`src/rtl/core/easing_curve_evaluator_defines.svh`:
```
// Assertion macros used by the core sequencer module (ece_ctrl).
`ifndef EASING_CURVE_EVALUATOR_DEFINES_SVH
`define EASING_CURVE_EVALUATOR_DEFINES_SVH
`ifndef SYNTHESIS
// ante implies cons in the same cycle
`define ECE_ASSERT_IMPL(label, clk, rst_n, ante, cons) \
  label: assert property (@(posedge clk) disable iff (!rst_n) (ante) |-> (cons)) \
    else $error("ece assertion failed");
// ante implies cons in the next cycle
`define ECE_ASSERT_NEXT(label, clk, rst_n, ante, cons) \
  label: assert property (@(posedge clk) disable iff (!rst_n) (ante) |=> (cons)) \
    else $error("ece assertion failed");
`else
`define ECE_ASSERT_IMPL(label, clk, rst_n, ante, cons)
`define ECE_ASSERT_NEXT(label, clk, rst_n, ante, cons)
`endif
`endif

```
`src/rtl/core/ece_pkg.sv`:
```
package ece_pkg;

  // request modes
  localparam logic MODE_PRESET = 1'b0;
  localparam logic MODE_BEZIER = 1'b1;

  // preset curve codes, any other code runs as linear
  localparam logic [2:0] PRESET_LINEAR = 3'd0;
  localparam logic [2:0] PRESET_SMOOTH = 3'd1;
  localparam logic [2:0] PRESET_IN     = 3'd2;
  localparam logic [2:0] PRESET_OUT    = 3'd3;
  localparam logic [2:0] PRESET_INOUT  = 3'd4;

  // operand selects of the shared multiplier
  localparam logic [3:0] SEL_U    = 4'd0;
  localparam logic [3:0] SEL_INV  = 4'd1;
  localparam logic [3:0] SEL_A    = 4'd2;
  localparam logic [3:0] SEL_B    = 4'd3;
  localparam logic [3:0] SEL_C    = 4'd4;
  localparam logic [3:0] SEL_P1   = 4'd5;
  localparam logic [3:0] SEL_P2   = 4'd6;
  localparam logic [3:0] SEL_DIFF = 4'd7;
  localparam logic [3:0] SEL_OMP2 = 4'd8;
  localparam logic [3:0] SEL_T    = 4'd9;
  localparam logic [3:0] SEL_TMP  = 4'd10;
  localparam logic [3:0] SEL_TM   = 4'd11;

  // product destinations
  localparam logic [2:0] DST_NONE = 3'd0;
  localparam logic [2:0] DST_A    = 3'd1;
  localparam logic [2:0] DST_B    = 3'd2;
  localparam logic [2:0] DST_C    = 3'd3;
  localparam logic [2:0] DST_TMP  = 3'd4;

  // result sources
  localparam logic [1:0] RES_ACC = 2'd0;
  localparam logic [1:0] RES_OMA = 2'd1;
  localparam logic [1:0] RES_T   = 2'd2;

  typedef struct packed {
    logic       load;
    logic       mul_en;
    logic [3:0] sel_a;
    logic [3:0] sel_b;
    logic [2:0] dst;
    logic       acc_clr;
    logic [2:0] acc_k;
    logic       use_y;
    logic       dx_save;
    logic       div_start;
    logic       u_upd;
    logic       bis_init;
    logic       bis_step;
    logic [1:0] res_mode;
    logic       out_load;
  } ece_cmd_t;

  typedef struct packed {
    logic       mode;
    logic [2:0] kind;
    logic       t_lt_half;
    logic       dx_small;
    logic       res_big;
    logic       div_done;
  } ece_stat_t;

  localparam ece_cmd_t CMD_IDLE = '{default: '0};

  // one phase of a curve evaluation: a=inv^2, b=inv*u, c=u^2, slope, then x (or y)
  function automatic ece_cmd_t eval_cmd(input logic [3:0] ph);
    ece_cmd_t c;
    c = CMD_IDLE;
    c.mul_en = 1'b1;
    case (ph)
      4'd0: begin c.sel_a = SEL_INV; c.sel_b = SEL_INV; c.dst = DST_A; end
      4'd1: begin c.sel_a = SEL_INV; c.sel_b = SEL_U; c.dst = DST_B; end
      4'd2: begin c.sel_a = SEL_U; c.sel_b = SEL_U; c.dst = DST_C; end
      4'd3: begin c.sel_a = SEL_A; c.sel_b = SEL_P1; c.acc_clr = 1'b1; c.acc_k = 3'd3; end
      4'd4: begin c.sel_a = SEL_B; c.sel_b = SEL_DIFF; c.acc_k = 3'd6; end
      4'd5: begin c.sel_a = SEL_C; c.sel_b = SEL_OMP2; c.acc_k = 3'd3; end
      4'd6: begin c.sel_a = SEL_A; c.sel_b = SEL_U; c.dst = DST_TMP; end
      4'd7: begin c.sel_a = SEL_TMP; c.sel_b = SEL_P1; c.acc_clr = 1'b1; c.acc_k = 3'd3; end
      4'd8: begin c.sel_a = SEL_B; c.sel_b = SEL_U; c.dst = DST_TMP; end
      4'd9: begin c.sel_a = SEL_TMP; c.sel_b = SEL_P2; c.acc_k = 3'd3; end
      4'd10: begin c.sel_a = SEL_C; c.sel_b = SEL_U; c.acc_k = 3'd1; end
      default: c.mul_en = 1'b0;
    endcase
    return c;
  endfunction

endpackage

```
`src/rtl/core/ece_if.sv`:
```
// request channel
interface ece_in_if #(parameter int FRACTION_BITS = 16);
  logic                     valid;
  logic                     ready;
  logic [FRACTION_BITS:0]   progress;
  logic                     mode;
  logic [2:0]               preset_kind;
  logic [FRACTION_BITS:0]   out_x;
  logic [FRACTION_BITS:0]   out_y;
  logic [FRACTION_BITS:0]   in_x;
  logic [FRACTION_BITS:0]   in_y;
  modport source (output valid, progress, mode, preset_kind, out_x, out_y, in_x, in_y,
                  input ready);
  modport sink (input valid, progress, mode, preset_kind, out_x, out_y, in_x, in_y,
                output ready);
endinterface

// result channel
interface ece_out_if #(parameter int FRACTION_BITS = 16);
  logic                   valid;
  logic                   ready;
  logic [FRACTION_BITS:0] eased;
  modport source (output valid, eased, input ready);
  modport sink (input valid, eased, output ready);
endinterface

```
`src/rtl/core/ece_div.sv`:
```
// restoring divider, one quotient bit per cycle
module ece_div #(
  parameter int NW = 37,
  parameter int MW = 21
) (
  input  logic          clk,
  input  logic          rst_n,
  input  logic          start,
  input  logic [NW-1:0] dividend,
  input  logic [MW-1:0] divisor,
  output logic          busy,
  output logic [NW-1:0] quot
);
  localparam int CW = $clog2(NW + 1);

  logic          busy_r, busy_nxt;
  logic [CW-1:0] cnt_r, cnt_nxt;
  logic [MW-1:0] rem_r, rem_nxt;
  logic [MW-1:0] d_r, d_nxt;
  logic [NW-1:0] quo_r, quo_nxt;
  logic [MW:0]   sh;
  logic          ge;

  assign sh = {rem_r, quo_r[NW-1]};
  assign ge = sh >= {1'b0, d_r};

  always_comb begin
    busy_nxt = busy_r;
    cnt_nxt  = cnt_r;
    rem_nxt  = rem_r;
    d_nxt    = d_r;
    quo_nxt  = quo_r;
    if (start) begin
      busy_nxt = 1'b1;
      cnt_nxt  = CW'(NW);
      rem_nxt  = '0;
      d_nxt    = divisor;
      quo_nxt  = dividend;
    end else if (busy_r) begin
      rem_nxt = ge ? MW'(sh - {1'b0, d_r}) : sh[MW-1:0];
      quo_nxt = {quo_r[NW-2:0], ge};
      cnt_nxt = cnt_r - 1'b1;
      if (cnt_r == CW'(1)) busy_nxt = 1'b0;
    end
  end

  always_ff @(posedge clk) begin
    if (!rst_n) begin
      busy_r <= 1'b0;
      cnt_r  <= '0;
    end else begin
      busy_r <= busy_nxt;
      cnt_r  <= cnt_nxt;
    end
    rem_r <= rem_nxt;
    d_r   <= d_nxt;
    quo_r <= quo_nxt;
  end

  assign busy = busy_r;
  assign quot = quo_r;
endmodule

```
`src/rtl/core/ece_datapath.sv`:
```
// operand registers, shared multiplier, accumulator and the divider
module ece_datapath #(
  parameter int FRACTION_BITS = 16
) (
  input  logic                   clk,
  input  logic                   rst_n,
  input  ece_pkg::ece_cmd_t      cmd,
  output ece_pkg::ece_stat_t     stat,
  input  logic [FRACTION_BITS:0] progress,
  input  logic                   mode,
  input  logic [2:0]             preset_kind,
  input  logic [FRACTION_BITS:0] out_x,
  input  logic [FRACTION_BITS:0] out_y,
  input  logic [FRACTION_BITS:0] in_x,
  input  logic [FRACTION_BITS:0] in_y,
  output logic [FRACTION_BITS:0] eased
);
  localparam int F   = FRACTION_BITS;
  localparam int VW  = F + 6;
  localparam int MW  = F + 2;
  localparam int NW  = VW - 1 + F;
  localparam int UW  = NW + 2;
  localparam int ONE_I  = 1 << F;
  localparam int DX_EPS_C = ((ONE_I + 5000) / 10000 < 1) ? 1 : (ONE_I + 5000) / 10000;
  localparam int RES_EPS_C = (ONE_I + 500) / 1000;
  localparam logic signed [VW-1:0] ONE = VW'(ONE_I);
  localparam logic [2*MW-1:0] HALF = (2*MW)'(ONE_I / 2);

  typedef logic signed [VW-1:0] val_t;

  val_t t_r, p1x_r, p2x_r, p1y_r, p2y_r, u_r, a_r, b_r, c_r, tmp_r, acc_r, dx_r;
  val_t lo_r, hi_r;
  logic mode_r;
  logic [2:0] kind_r;
  logic sgn_r;
  logic [F:0] eased_r;

  val_t p1, p2, inv, opa, opb, prod, r, err, lo_n, hi_n, res_v;
  logic [VW-1:0] ma_full, mb_full, mdx, merr, mr;
  logic [2*MW-1:0] pfull;
  logic [VW-1:0] pmag;
  logic [NW-1:0] quot;
  logic div_busy;
  logic signed [UW-1:0] uw;

  function automatic val_t rd_unit(input logic [F:0] v);
    return (v > (F+1)'(ONE_I)) ? ONE : VW'(v);
  endfunction

  function automatic logic [VW-1:0] mag(input val_t v);
    return v[VW-1] ? VW'(-v) : VW'(v);
  endfunction

  function automatic val_t clamp1(input val_t v);
    if (v < 0) return '0;
    if (v > ONE) return ONE;
    return v;
  endfunction

  assign p1  = cmd.use_y ? p1y_r : p1x_r;
  assign p2  = cmd.use_y ? p2y_r : p2x_r;
  assign inv = ONE - u_r;

  // operand selection
  function automatic val_t pick(input logic [3:0] s, input val_t uu, input val_t ii,
                                input val_t aa, input val_t bb, input val_t cc,
                                input val_t q1, input val_t q2, input val_t tt,
                                input val_t mm);
    case (s)
      ece_pkg::SEL_U:    return uu;
      ece_pkg::SEL_INV:  return ii;
      ece_pkg::SEL_A:    return aa;
      ece_pkg::SEL_B:    return bb;
      ece_pkg::SEL_C:    return cc;
      ece_pkg::SEL_P1:   return q1;
      ece_pkg::SEL_P2:   return q2;
      ece_pkg::SEL_DIFF: return q2 - q1;
      ece_pkg::SEL_OMP2: return ONE - q2;
      ece_pkg::SEL_T:    return tt;
      ece_pkg::SEL_TMP:  return mm;
      ece_pkg::SEL_TM:   return val_t'(3 * ONE - 2 * tt);
      default:           return '0;
    endcase
  endfunction

  assign opa = pick(cmd.sel_a, u_r, inv, a_r, b_r, c_r, p1, p2, t_r, tmp_r);
  assign opb = pick(cmd.sel_b, u_r, inv, a_r, b_r, c_r, p1, p2, t_r, tmp_r);

  // rounded product on magnitudes, sign reapplied
  assign ma_full = mag(opa);
  assign mb_full = mag(opb);
  assign pfull   = ma_full[MW-1:0] * mb_full[MW-1:0] + HALF;
  assign pmag    = VW'(pfull >> F);
  assign prod    = (opa[VW-1] != opb[VW-1]) ? -val_t'(pmag) : val_t'(pmag);

  // status
  assign r    = acc_r - t_r;
  assign err  = r;
  assign mr   = mag(r);
  assign merr = mag(err);
  assign mdx  = mag(dx_r);

  ece_div #(.NW(NW), .MW(VW - 1)) u_div (
    .clk      (clk),
    .rst_n    (rst_n),
    .start    (cmd.div_start),
    .dividend ({merr[VW-2:0], {F{1'b0}}}),
    .divisor  (mdx[VW-2:0]),
    .busy     (div_busy),
    .quot     (quot)
  );

  assign uw = sgn_r ? (UW'(u_r) + $signed({2'b00, quot}))
                    : (UW'(u_r) - $signed({2'b00, quot}));

  // bisection bracket update
  always_comb begin
    lo_n = lo_r;
    hi_n = hi_r;
    if (acc_r < t_r) lo_n = u_r;
    else hi_n = u_r;
  end

  always_comb begin
    case (cmd.res_mode)
      ece_pkg::RES_ACC: res_v = acc_r;
      ece_pkg::RES_OMA: res_v = ONE - acc_r;
      ece_pkg::RES_T:   res_v = t_r;
      default:          res_v = t_r;
    endcase
  end

  always_ff @(posedge clk) begin
    // request capture, inputs clamped to one
    if (cmd.load) begin
      t_r    <= rd_unit(progress);
      u_r    <= rd_unit(progress);
      mode_r <= mode;
      kind_r <= preset_kind;
      p1x_r  <= rd_unit(out_x);
      p1y_r  <= rd_unit(out_y);
      p2x_r  <= rd_unit(in_x);
      p2y_r  <= rd_unit(in_y);
    end
    if (cmd.mul_en) begin
      case (cmd.dst)
        ece_pkg::DST_A:   a_r <= prod;
        ece_pkg::DST_B:   b_r <= prod;
        ece_pkg::DST_C:   c_r <= prod;
        ece_pkg::DST_TMP: tmp_r <= prod;
        default: ;
      endcase
      if (cmd.acc_k != 3'd0)
        acc_r <= (cmd.acc_clr ? val_t'(0) : acc_r) + val_t'(cmd.acc_k) * prod;
    end
    if (cmd.dx_save) dx_r <= acc_r;
    if (cmd.div_start) sgn_r <= (err[VW-1] != dx_r[VW-1]);
    // Newton update with clamp to the unit interval
    if (cmd.u_upd) begin
      if (uw < 0) u_r <= '0;
      else if (uw > UW'(ONE)) u_r <= ONE;
      else u_r <= uw[VW-1:0];
    end
    if (cmd.bis_init) begin
      lo_r <= '0;
      hi_r <= ONE;
      u_r  <= ONE >>> 1;
    end
    if (cmd.bis_step) begin
      lo_r <= lo_n;
      hi_r <= hi_n;
      u_r  <= (lo_n + hi_n) >>> 1;
    end
  end

  val_t res_c;
  assign res_c = clamp1(res_v);

  always_ff @(posedge clk) begin
    if (cmd.out_load) eased_r <= res_c[F:0];
  end

  assign stat.mode      = mode_r;
  assign stat.kind      = kind_r;
  assign stat.t_lt_half = t_r < (ONE >>> 1);
  assign stat.dx_small  = mdx < VW'(DX_EPS_C);
  assign stat.res_big   = mr > VW'(RES_EPS_C);
  assign stat.div_done  = !div_busy;
  assign eased          = eased_r;
endmodule

```
`src/rtl/core/ece_ctrl.sv`:
```
`include "easing_curve_evaluator_defines.svh"
// sequencer: preset products, Newton iterations, bisection, final y(u)
module ece_ctrl #(
  parameter int NEWTON_STEPS = 6,
  parameter int BISECT_STEPS = 12
) (
  input  logic               clk,
  input  logic               rst_n,
  input  logic               in_valid,
  output logic               in_ready,
  output logic               out_valid,
  input  logic               out_ready,
  input  ece_pkg::ece_stat_t stat,
  output ece_pkg::ece_cmd_t  cmd
);
  localparam int IW = $clog2(NEWTON_STEPS + 1);
  localparam int BW = $clog2(BISECT_STEPS + 1);

  localparam logic [3:0] S_IDLE  = 4'd0;
  localparam logic [3:0] S_START = 4'd1;
  localparam logic [3:0] S_PRE0  = 4'd2;
  localparam logic [3:0] S_PRE1  = 4'd3;
  localparam logic [3:0] S_EVAL  = 4'd4;
  localparam logic [3:0] S_POST  = 4'd5;
  localparam logic [3:0] S_DIV   = 4'd6;
  localparam logic [3:0] S_UPD   = 4'd7;
  localparam logic [3:0] S_OUT   = 4'd8;

  localparam logic [1:0] EV_NEWT = 2'd0;
  localparam logic [1:0] EV_CHK  = 2'd1;
  localparam logic [1:0] EV_BIS  = 2'd2;
  localparam logic [1:0] EV_Y    = 2'd3;

  logic [3:0]    state_r, state_nxt;
  logic [1:0]    ev_r, ev_nxt;
  logic [3:0]    ph_r, ph_nxt;
  logic [IW-1:0] it_r, it_nxt;
  logic [BW-1:0] bc_r, bc_nxt;
  logic [1:0]    res_r, res_nxt;
  logic          out_valid_r, out_valid_nxt;

  always_comb begin
    state_nxt = state_r;
    ev_nxt    = ev_r;
    ph_nxt    = ph_r;
    it_nxt    = it_r;
    bc_nxt    = bc_r;
    res_nxt   = res_r;
    cmd       = ece_pkg::CMD_IDLE;
    case (state_r)
      S_IDLE: begin
        if (in_valid) begin
          cmd.load  = 1'b1;
          state_nxt = S_START;
        end
      end
      S_START: begin
        ph_nxt = 4'd0;
        it_nxt = '0;
        ev_nxt = EV_NEWT;
        res_nxt = ece_pkg::RES_ACC;
        state_nxt = (stat.mode == ece_pkg::MODE_BEZIER) ? S_EVAL : S_PRE0;
      end
      // preset products
      S_PRE0: begin
        cmd.mul_en  = 1'b1;
        cmd.acc_clr = 1'b1;
        state_nxt   = S_OUT;
        case (stat.kind)
          ece_pkg::PRESET_SMOOTH: begin
            cmd.sel_a = ece_pkg::SEL_T; cmd.sel_b = ece_pkg::SEL_T;
            cmd.dst = ece_pkg::DST_C; state_nxt = S_PRE1;
          end
          ece_pkg::PRESET_IN: begin
            cmd.sel_a = ece_pkg::SEL_T; cmd.sel_b = ece_pkg::SEL_T; cmd.acc_k = 3'd1;
          end
          ece_pkg::PRESET_OUT: begin
            cmd.sel_a = ece_pkg::SEL_INV; cmd.sel_b = ece_pkg::SEL_INV; cmd.acc_k = 3'd1;
            res_nxt = ece_pkg::RES_OMA;
          end
          ece_pkg::PRESET_INOUT: begin
            cmd.acc_k = 3'd2;
            if (stat.t_lt_half) begin
              cmd.sel_a = ece_pkg::SEL_T; cmd.sel_b = ece_pkg::SEL_T;
            end else begin
              cmd.sel_a = ece_pkg::SEL_INV; cmd.sel_b = ece_pkg::SEL_INV;
              res_nxt = ece_pkg::RES_OMA;
            end
          end
          default: begin
            cmd.mul_en = 1'b0;
            res_nxt = ece_pkg::RES_T;
          end
        endcase
      end
      S_PRE1: begin
        cmd.mul_en  = 1'b1;
        cmd.sel_a   = ece_pkg::SEL_C;
        cmd.sel_b   = ece_pkg::SEL_TM;
        cmd.acc_clr = 1'b1;
        cmd.acc_k   = 3'd1;
        state_nxt   = S_OUT;
      end
      // one curve evaluation, slope phases only for Newton
      S_EVAL: begin
        cmd         = ece_pkg::eval_cmd(ph_r);
        cmd.use_y   = (ev_r == EV_Y);
        cmd.dx_save = (ev_r == EV_NEWT) && (ph_r == 4'd6);
        if (ph_r == 4'd10) state_nxt = S_POST;
        else if (ph_r == 4'd2 && ev_r != EV_NEWT) ph_nxt = 4'd6;
        else ph_nxt = ph_r + 4'd1;
      end
      S_POST: begin
        ph_nxt    = 4'd0;
        state_nxt = S_EVAL;
        case (ev_r)
          EV_NEWT: begin
            if (stat.dx_small) ev_nxt = EV_CHK;
            else begin
              cmd.div_start = 1'b1;
              state_nxt = S_DIV;
            end
          end
          EV_CHK: begin
            if (stat.res_big) begin
              cmd.bis_init = 1'b1;
              bc_nxt = '0;
              ev_nxt = EV_BIS;
            end else ev_nxt = EV_Y;
          end
          EV_BIS: begin
            cmd.bis_step = 1'b1;
            if (bc_r == BW'(BISECT_STEPS - 1)) ev_nxt = EV_Y;
            else bc_nxt = bc_r + 1'b1;
          end
          default: state_nxt = S_OUT;
        endcase
      end
      S_DIV: begin
        if (stat.div_done) state_nxt = S_UPD;
      end
      S_UPD: begin
        cmd.u_upd = 1'b1;
        ph_nxt    = 4'd0;
        state_nxt = S_EVAL;
        if (it_r == IW'(NEWTON_STEPS - 1)) ev_nxt = EV_CHK;
        else it_nxt = it_r + 1'b1;
      end
      S_OUT: begin
        cmd.res_mode = res_r;
        if (!out_valid_r || out_ready) begin
          cmd.out_load = 1'b1;
          state_nxt = S_IDLE;
        end
      end
      default: state_nxt = S_IDLE;
    endcase
  end

  assign out_valid_nxt = cmd.out_load ? 1'b1 : (out_ready ? 1'b0 : out_valid_r);

  always_ff @(posedge clk) begin
    if (!rst_n) begin
      state_r     <= S_IDLE;
      out_valid_r <= 1'b0;
      ev_r        <= EV_NEWT;
      ph_r        <= '0;
      it_r        <= '0;
      bc_r        <= '0;
      res_r       <= ece_pkg::RES_ACC;
    end else begin
      state_r     <= state_nxt;
      out_valid_r <= out_valid_nxt;
      ev_r        <= ev_nxt;
      ph_r        <= ph_nxt;
      it_r        <= it_nxt;
      bc_r        <= bc_nxt;
      res_r       <= res_nxt;
    end
  end

  assign in_ready  = (state_r == S_IDLE);
  assign out_valid = out_valid_r;

  `ECE_ASSERT_NEXT(a_accept_busy, clk, rst_n, in_valid && in_ready, !in_ready)
  `ECE_ASSERT_NEXT(a_load_valid, clk, rst_n, cmd.out_load, out_valid)
  `ECE_ASSERT_IMPL(a_one_unit, clk, rst_n, 1'b1,
                   $countones({cmd.load, cmd.div_start, cmd.u_upd, cmd.bis_init,
                               cmd.bis_step}) <= 1)
  `ECE_ASSERT_IMPL(a_div_done, clk, rst_n, state_r == S_UPD, stat.div_done)
endmodule

```
`src/rtl/core/easing_curve_evaluator.sv`:
```
// Easing curve evaluator.
// in_req carries one request: progress t (Q1.16 style, 1.0 = 2^FRACTION_BITS),
// mode, preset kind and two bezier control points. out_res returns one eased
// value per request, in order. Both use valid/ready; a request is taken on a
// rising edge with valid and ready high.
// Presets are computed from t directly. Bezier mode solves x(u) = t for u by
// Newton steps, each a curve and slope pass, the serial divider (one quotient
// bit per cycle) and the update; Newton stops early when the slope gets too
// small. A curve pass then checks the residual, and bisection runs only if it
// is still large; every bisection step is a curve pass on the single shared
// multiplier. A last pass on y gives the result y(u).
// One request is processed at a time; the next is taken in the cycle after the
// result is written. The result sits in an output register: a new request is
// taken while the previous result waits, and a stalled receiver holds the
// block only when the next result is ready to be written.
// Reset (rst_n low, synchronous) empties the output register and returns the
// sequencer to idle.
module easing_curve_evaluator #(
  parameter int FRACTION_BITS = 16,
  parameter int NEWTON_STEPS  = 6,
  parameter int BISECT_STEPS  = 12
) (
  input  logic      clk,
  input  logic      rst_n,
  ece_in_if.sink    in_req,
  ece_out_if.source out_res
);
  ece_pkg::ece_cmd_t  cmd;
  ece_pkg::ece_stat_t stat;
  logic [FRACTION_BITS:0] eased;

  ece_ctrl #(.NEWTON_STEPS(NEWTON_STEPS), .BISECT_STEPS(BISECT_STEPS)) u_ctrl (
    .clk       (clk),
    .rst_n     (rst_n),
    .in_valid  (in_req.valid),
    .in_ready  (in_req.ready),
    .out_valid (out_res.valid),
    .out_ready (out_res.ready),
    .stat      (stat),
    .cmd       (cmd)
  );

  ece_datapath #(.FRACTION_BITS(FRACTION_BITS)) u_dp (
    .clk         (clk),
    .rst_n       (rst_n),
    .cmd         (cmd),
    .stat        (stat),
    .progress    (in_req.progress),
    .mode        (in_req.mode),
    .preset_kind (in_req.preset_kind),
    .out_x       (in_req.out_x),
    .out_y       (in_req.out_y),
    .in_x        (in_req.in_x),
    .in_y        (in_req.in_y),
    .eased       (eased)
  );

  assign out_res.eased = eased;
endmodule
```
`src/flat_wrapper.sv`:
```
// flat-port wrapper written by rule: the top's interface ports become plain ports
module easing_curve_evaluator_flat 
#(
  parameter int FRACTION_BITS = 16,
  parameter int NEWTON_STEPS  = 6,
  parameter int BISECT_STEPS  = 12
)
  (clk, rst_n, in_req_valid, in_req_progress, in_req_mode, in_req_preset_kind, in_req_out_x, in_req_out_y, in_req_in_x, in_req_in_y, in_req_ready, out_res_valid, out_res_eased, out_res_ready);
  ece_in_if #(.FRACTION_BITS(FRACTION_BITS)) in_req_i ();
  ece_out_if #(.FRACTION_BITS(FRACTION_BITS)) out_res_i ();
  input  logic clk;
  input  logic rst_n;
  input wire logic [$bits(in_req_i.valid)-1:0] in_req_valid;
  input wire logic [$bits(in_req_i.progress)-1:0] in_req_progress;
  input wire logic [$bits(in_req_i.mode)-1:0] in_req_mode;
  input wire logic [$bits(in_req_i.preset_kind)-1:0] in_req_preset_kind;
  input wire logic [$bits(in_req_i.out_x)-1:0] in_req_out_x;
  input wire logic [$bits(in_req_i.out_y)-1:0] in_req_out_y;
  input wire logic [$bits(in_req_i.in_x)-1:0] in_req_in_x;
  input wire logic [$bits(in_req_i.in_y)-1:0] in_req_in_y;
  output wire logic [$bits(in_req_i.ready)-1:0] in_req_ready;
  output wire logic [$bits(out_res_i.valid)-1:0] out_res_valid;
  output wire logic [$bits(out_res_i.eased)-1:0] out_res_eased;
  input wire logic [$bits(out_res_i.ready)-1:0] out_res_ready;
  assign in_req_i.valid = in_req_valid;
  assign in_req_i.progress = in_req_progress;
  assign in_req_i.mode = in_req_mode;
  assign in_req_i.preset_kind = in_req_preset_kind;
  assign in_req_i.out_x = in_req_out_x;
  assign in_req_i.out_y = in_req_out_y;
  assign in_req_i.in_x = in_req_in_x;
  assign in_req_i.in_y = in_req_in_y;
  assign in_req_ready = in_req_i.ready;
  assign out_res_valid = out_res_i.valid;
  assign out_res_eased = out_res_i.eased;
  assign out_res_i.ready = out_res_ready;
  easing_curve_evaluator #(.FRACTION_BITS(FRACTION_BITS), .NEWTON_STEPS(NEWTON_STEPS), .BISECT_STEPS(BISECT_STEPS)) u_core (.clk(clk), .rst_n(rst_n), .in_req(in_req_i), .out_res(out_res_i));
endmodule
```
`config.mk`:
```
export PLATFORM = sky130hd
export DESIGN_NAME = easing_curve_evaluator_flat
export DESIGN_NICKNAME = d
export VERILOG_FILES = /design/src/rtl/core/ece_pkg.sv /design/src/rtl/core/ece_if.sv /design/src/rtl/core/ece_div.sv /design/src/rtl/core/ece_datapath.sv /design/src/rtl/core/ece_ctrl.sv /design/src/rtl/core/easing_curve_evaluator.sv /design/src/flat_wrapper.sv
export VERILOG_INCLUDE_DIRS = /design/src /design/src/rtl/core
export SDC_FILE = /design/constraint.sdc
export NUM_CORES = 2
export LEC_CHECK = 0
export BUFFER_PORTS_ARGS = -buffer_cell sky130_fd_sc_hd__buf_4
export CAP_MARGIN = 20
export CORE_MARGIN = 8
export CORE_UTILIZATION = 35
export DETAILED_ROUTE_END_ITERATION = 10
export PLACE_DENSITY_LB_ADDON = 0.2
export SLEW_MARGIN = 15
export SYNTH_ARGS = -nofsm -noshare
export SYNTH_HDL_FRONTEND = slang
export SYNTH_HIERARCHICAL = 1
export SYNTH_SLANG_ARGS = --single-unit
```
`constraint.sdc`:
```
create_clock -name clk -period 27.8 [get_ports clk]
set_input_delay 2.78 -clock clk [delete_from_list [all_inputs] [get_ports clk]]
set_output_delay 2.78 -clock clk [all_outputs]
set_load 0.02 [all_outputs]
```
==> results.json <==
{
  "status": "complete, no violations",
  "worstPathRequired_ns": 28.13,
  "max_stage_delay_ns": 0.98,
  "multi_input_area_um2": 29600,
  "avgSynthCellArea_um2": 9.07,
  "die_x_um": 370,
  "utilization_pct": 38.8,
  "io_pins": 112,
  "die_y_um": 370,
  "synthSimpleGateAreaFrac_pct": 19.8,
  "clkSinkCount": 399,
  "fin_crit_sh_pct": 68.4,
  "cp-end-kind": "flip-flop",
  "cts_tree": "done",
  "postCtsSetupBuffers": 0,
  "critPathKind": "flip-flop to flip-flop",
  "grt-ovfl-total": 0,
  "synth_compound_area_share_pct": 14.9,
  "slew-limit-headroom_pct": 19.5,
  "die_area_um2": 137000,
  "gp_congestion": 1.01,
  "wl_per_cell_um": 23.1,
  "synthTopCellsByCount": "inv_1 (547), nand2_1 (405), nor2_1 (375)",
  "crit_family": "adder cells",
  "crit_path_frequent_cell": "fa_1",
  "drive_gt1_share_pct": 10.0,
  "r2r_cells": 59,
  "clock_path_buffers": 3,
  "stdcell_area_um2": 48500,
  "seqCellArea_um2": 11500,
  "dp_hpwl_mm": 120,
  "max_freq_ghz": 0.0526,
  "min_to": "u_core/u_ctrl/res_r[1]$_SDFFE_PN0P_",
  "grt_pass1_wl_mm": 228,
  "drt_iter0_drc": 3410,
  "synth_area_leaders": "edfxtp_1 (24%), fa_1 (14%), ha_1 (8.5%)",
  "yosysMostFrequentCell": "inv_1",
  "path_buf_inv": 9,
  "antenna_found_initial": 2,
  "r2r-end": "u_core/u_dp/acc_r[21]$_DFFE_PP_",
  "slowest_stage": "xnor2_1",
  "track_usage_pct": 21.5,
  "port_buffers": 111,
  "antenna_left": 0,
  "worst_ep_arrival_time_ns": 19.33,
  "synth-main-ff-cell": "edfxtp_1",
  "hold_violations": 0,
  "crit_path_max_fanout": 46,
  "final-setup-viol-count": 0,
  "rsz0062_at_grt": "false",
  "area_growth_pct": 10.4,
  "clk_pin_slew_ns": 0.07,
  "synth.area.mux_share_pct": 4.01,
  "coreArea_um2": 125000,
  "synth_cell_type_count": 115,
  "drv_slew": 0,
  "synth_xor_area_share_pct": 6.15,
  "dpl-instance-area_um2": 46800,
  "hold_buffers": 0,
  "first_global_vias": 36100,
  "min_period_ns": 19.00,
  "finalWirelength_mm": 152,
  "ys_warn_count": 6,
  "finalClockSkew_ns": 0.0686,
  "hold_depth": 2,
  "yosys.area.top_type": "edfxtp_1",
  "ys_ff_latch": 399,
  "synthArstFlopShare_pct": 0,
  "setup-tns-final_ns": 0,
  "viasPerCell": 5.59,
  "dr_total_vias": 36900,
  "synth_cells": 4845,
  "synth_top_cell_area_share_pct": 24.0,
  "nNetsFinal": 5604,
  "drt_pre_antenna_iters": 8,
  "synth_top_family_by_area": "adder cells",
  "reg2reg_slack_ns": 8.80,
  "rows": 130,
  "cts_max_level": 2,
  "hp-class": "flip-flop to flip-flop",
  "tightest_slew_ns": 1.20,
  "drc": 0,
  "initial_utilization_pct": 35.1,
  "ys_seq_area_share_pct": 26.2,
  "grt_max_degree": 66,
  "start_kind": "flip-flop",
  "r2r-start": "u_core/u_ctrl/state_r[2]$_SDFFE_PN0P_",
  "cts-resized-gates": 0,
  "synth_fa_ha_area_share_pct": 22.2,
  "netlist_area_um2": 43900,
  "root_buffer": "clkbuf_16",
  "clk_latency_ns": 0.64,
  "nFillCells": 12600,
  "drv_cap": 0,
  "synth-edff-count": 351,
  "numCtsBuffers": 48,
  "hp-start": "u_core/u_ctrl/res_r[1]$_SDFFE_PN0P_"
}
-- worst min-delay path: cells and delay by family (launching register included) --
kind             cells  cell delay (ns)
AO/OA/AOI/OAI        1             0.05
flip-flops           1             0.31
AND/OR/NAND/NOR      1             0.05
-- layer usage --
| layer | vias to the layer above | wire [µm] | GRT usage, % |
|---|---|---|---|
| met3 | 283 | 9880 | 3.11 |
| li1 | 17100 | - | - |
| met4 | 0 | 5930 | 7.46 |
| met2 | 1281 | 67400 | 33.9 |
| met5 | - | 0 | 0 |
| met1 | 18300 | 68900 | 30.0 |
-- per-stage QoR --
| stage | hold slack (ns) | cells | worst slack [ns] |
|---|---|---|---|
| final | 0.462 | 6600 | 8.80 |
| after global routing | 0.485 | 6599 | 7.66 |
| after CTS | 0.463 | 6598 | 8.93 |
| after detailed placement | 0.455 | 6511 | 9.11 |
| after global placement | 0.456 | 6511 | 9.30 |
| after floorplan | 0.424 | 4860 | 11.66 |
-- worst max path at each step --
stage / start / endpoint / slack (ns) / cells past startpoint
after detailed placement: u_core/u_ctrl/state_r[2]$_SDFFE_PN0P_ / u_core/u_dp/acc_r[21]$_DFFE_PP_ / 9.11 / 59
after CTS: u_core/u_ctrl/state_r[2]$_SDFFE_PN0P_ / u_core/u_dp/acc_r[21]$_DFFE_PP_ / 8.93 / 59
after global placement: u_core/u_ctrl/state_r[2]$_SDFFE_PN0P_ / u_core/u_dp/acc_r[21]$_DFFE_PP_ / 9.30 / 59
final: u_core/u_ctrl/state_r[2]$_SDFFE_PN0P_ / u_core/u_dp/acc_r[21]$_DFFE_PP_ / 8.80 / 59
after global routing: u_core/u_ctrl/state_r[2]$_SDFFE_PN0P_ / u_core/u_dp/acc_r[21]$_DFFE_PP_ / 7.66 / 59
after floorplan: u_core/u_ctrl/state_r[0]$_SDFFE_PN0P_ / u_core/u_dp/acc_r[21]$_DFFE_PP_ / 11.66 / 65
-- sequential cells by signal, summed over array words and instances, names as in the netlist, 4 cells and up --
register / count
u_core/u_dp/tmp_r: 19
u_core/u_ctrl/state_r: 4
u_core/u_dp/p1y_r: 17
u_core/u_dp/p2x_r: 17
u_core/u_dp/dx_r: 22
u_core/u_dp/b_r: 19
u_core/u_dp/t_r: 17
u_core/u_dp/eased: 17
u_core/u_dp/u_r: 22
u_core/u_dp/acc_r: 22
u_core/u_dp/lo_r: 22
u_core/u_dp/u_div/quot: 37
u_core/u_dp/p2y_r: 17
u_core/u_dp/u_div/rem_r: 21
u_core/u_dp/p1x_r: 17
u_core/u_dp/c_r: 19
u_core/u_ctrl/ph_r: 4
u_core/u_dp/hi_r: 22
u_core/u_dp/a_r: 19
u_core/u_dp/u_div/cnt_r: 6
u_core/u_ctrl/bc_r: 4
u_core/u_dp/u_div/d_r: 21
-- final cells by class --
type	instances	share of cell area [%]
sequential	399	23.7
multi-input combinational	3704	61.1
antenna	1	0.00516
tap	1650	4.26
clock inverter	34	0.913
clock buffer	53	2.52
timing repair buffer	209	3.25
inverter	550	4.26
-- cells by family after synthesis --
logic type	Yosys count
and+or+nand+nor	1669
buffers and inverters	757
AOI/OAI and AO/OA	951
muxes	162
DFF	399
xor gates and xnor gates	307
adders and majority gates	599
other	1
-- placed cells by master, fill, tap and decap left out, types with 16 or more instances in the layout --
master,count
a21boi_0,21
ha_1,300
nand4_1,33
edfxtp_1,351
nand2_1,405
nor4_1,61
and3_1,44
fa_1,299
xnor2_1,191
nor2_1,372
a211oi_1,28
nor3_1,92
a31oi_1,33
o22ai_1,22
nand2b_1,80
nor3b_1,23
a21o_1,66
nor2b_1,169
or2_2,29
mux2_2,101
conb_1,16
clkbuf_16,48
mux2i_1,59
a221oi_1,32
and2_1,117
inv_1,546
dfxtp_1,47
o21bai_1,23
a21oi_1,223
o21a_1,33
o31ai_1,22
nand3_1,84
or3_1,33
buf_4,208
o21ai_0,154
o211ai_1,28
xor2_1,112
nand3b_1,16
a22oi_1,51
Power is left out: the tool's default activity adds up to more than one toggle a clock period on the data nets, which glitch-free logic cannot reach.
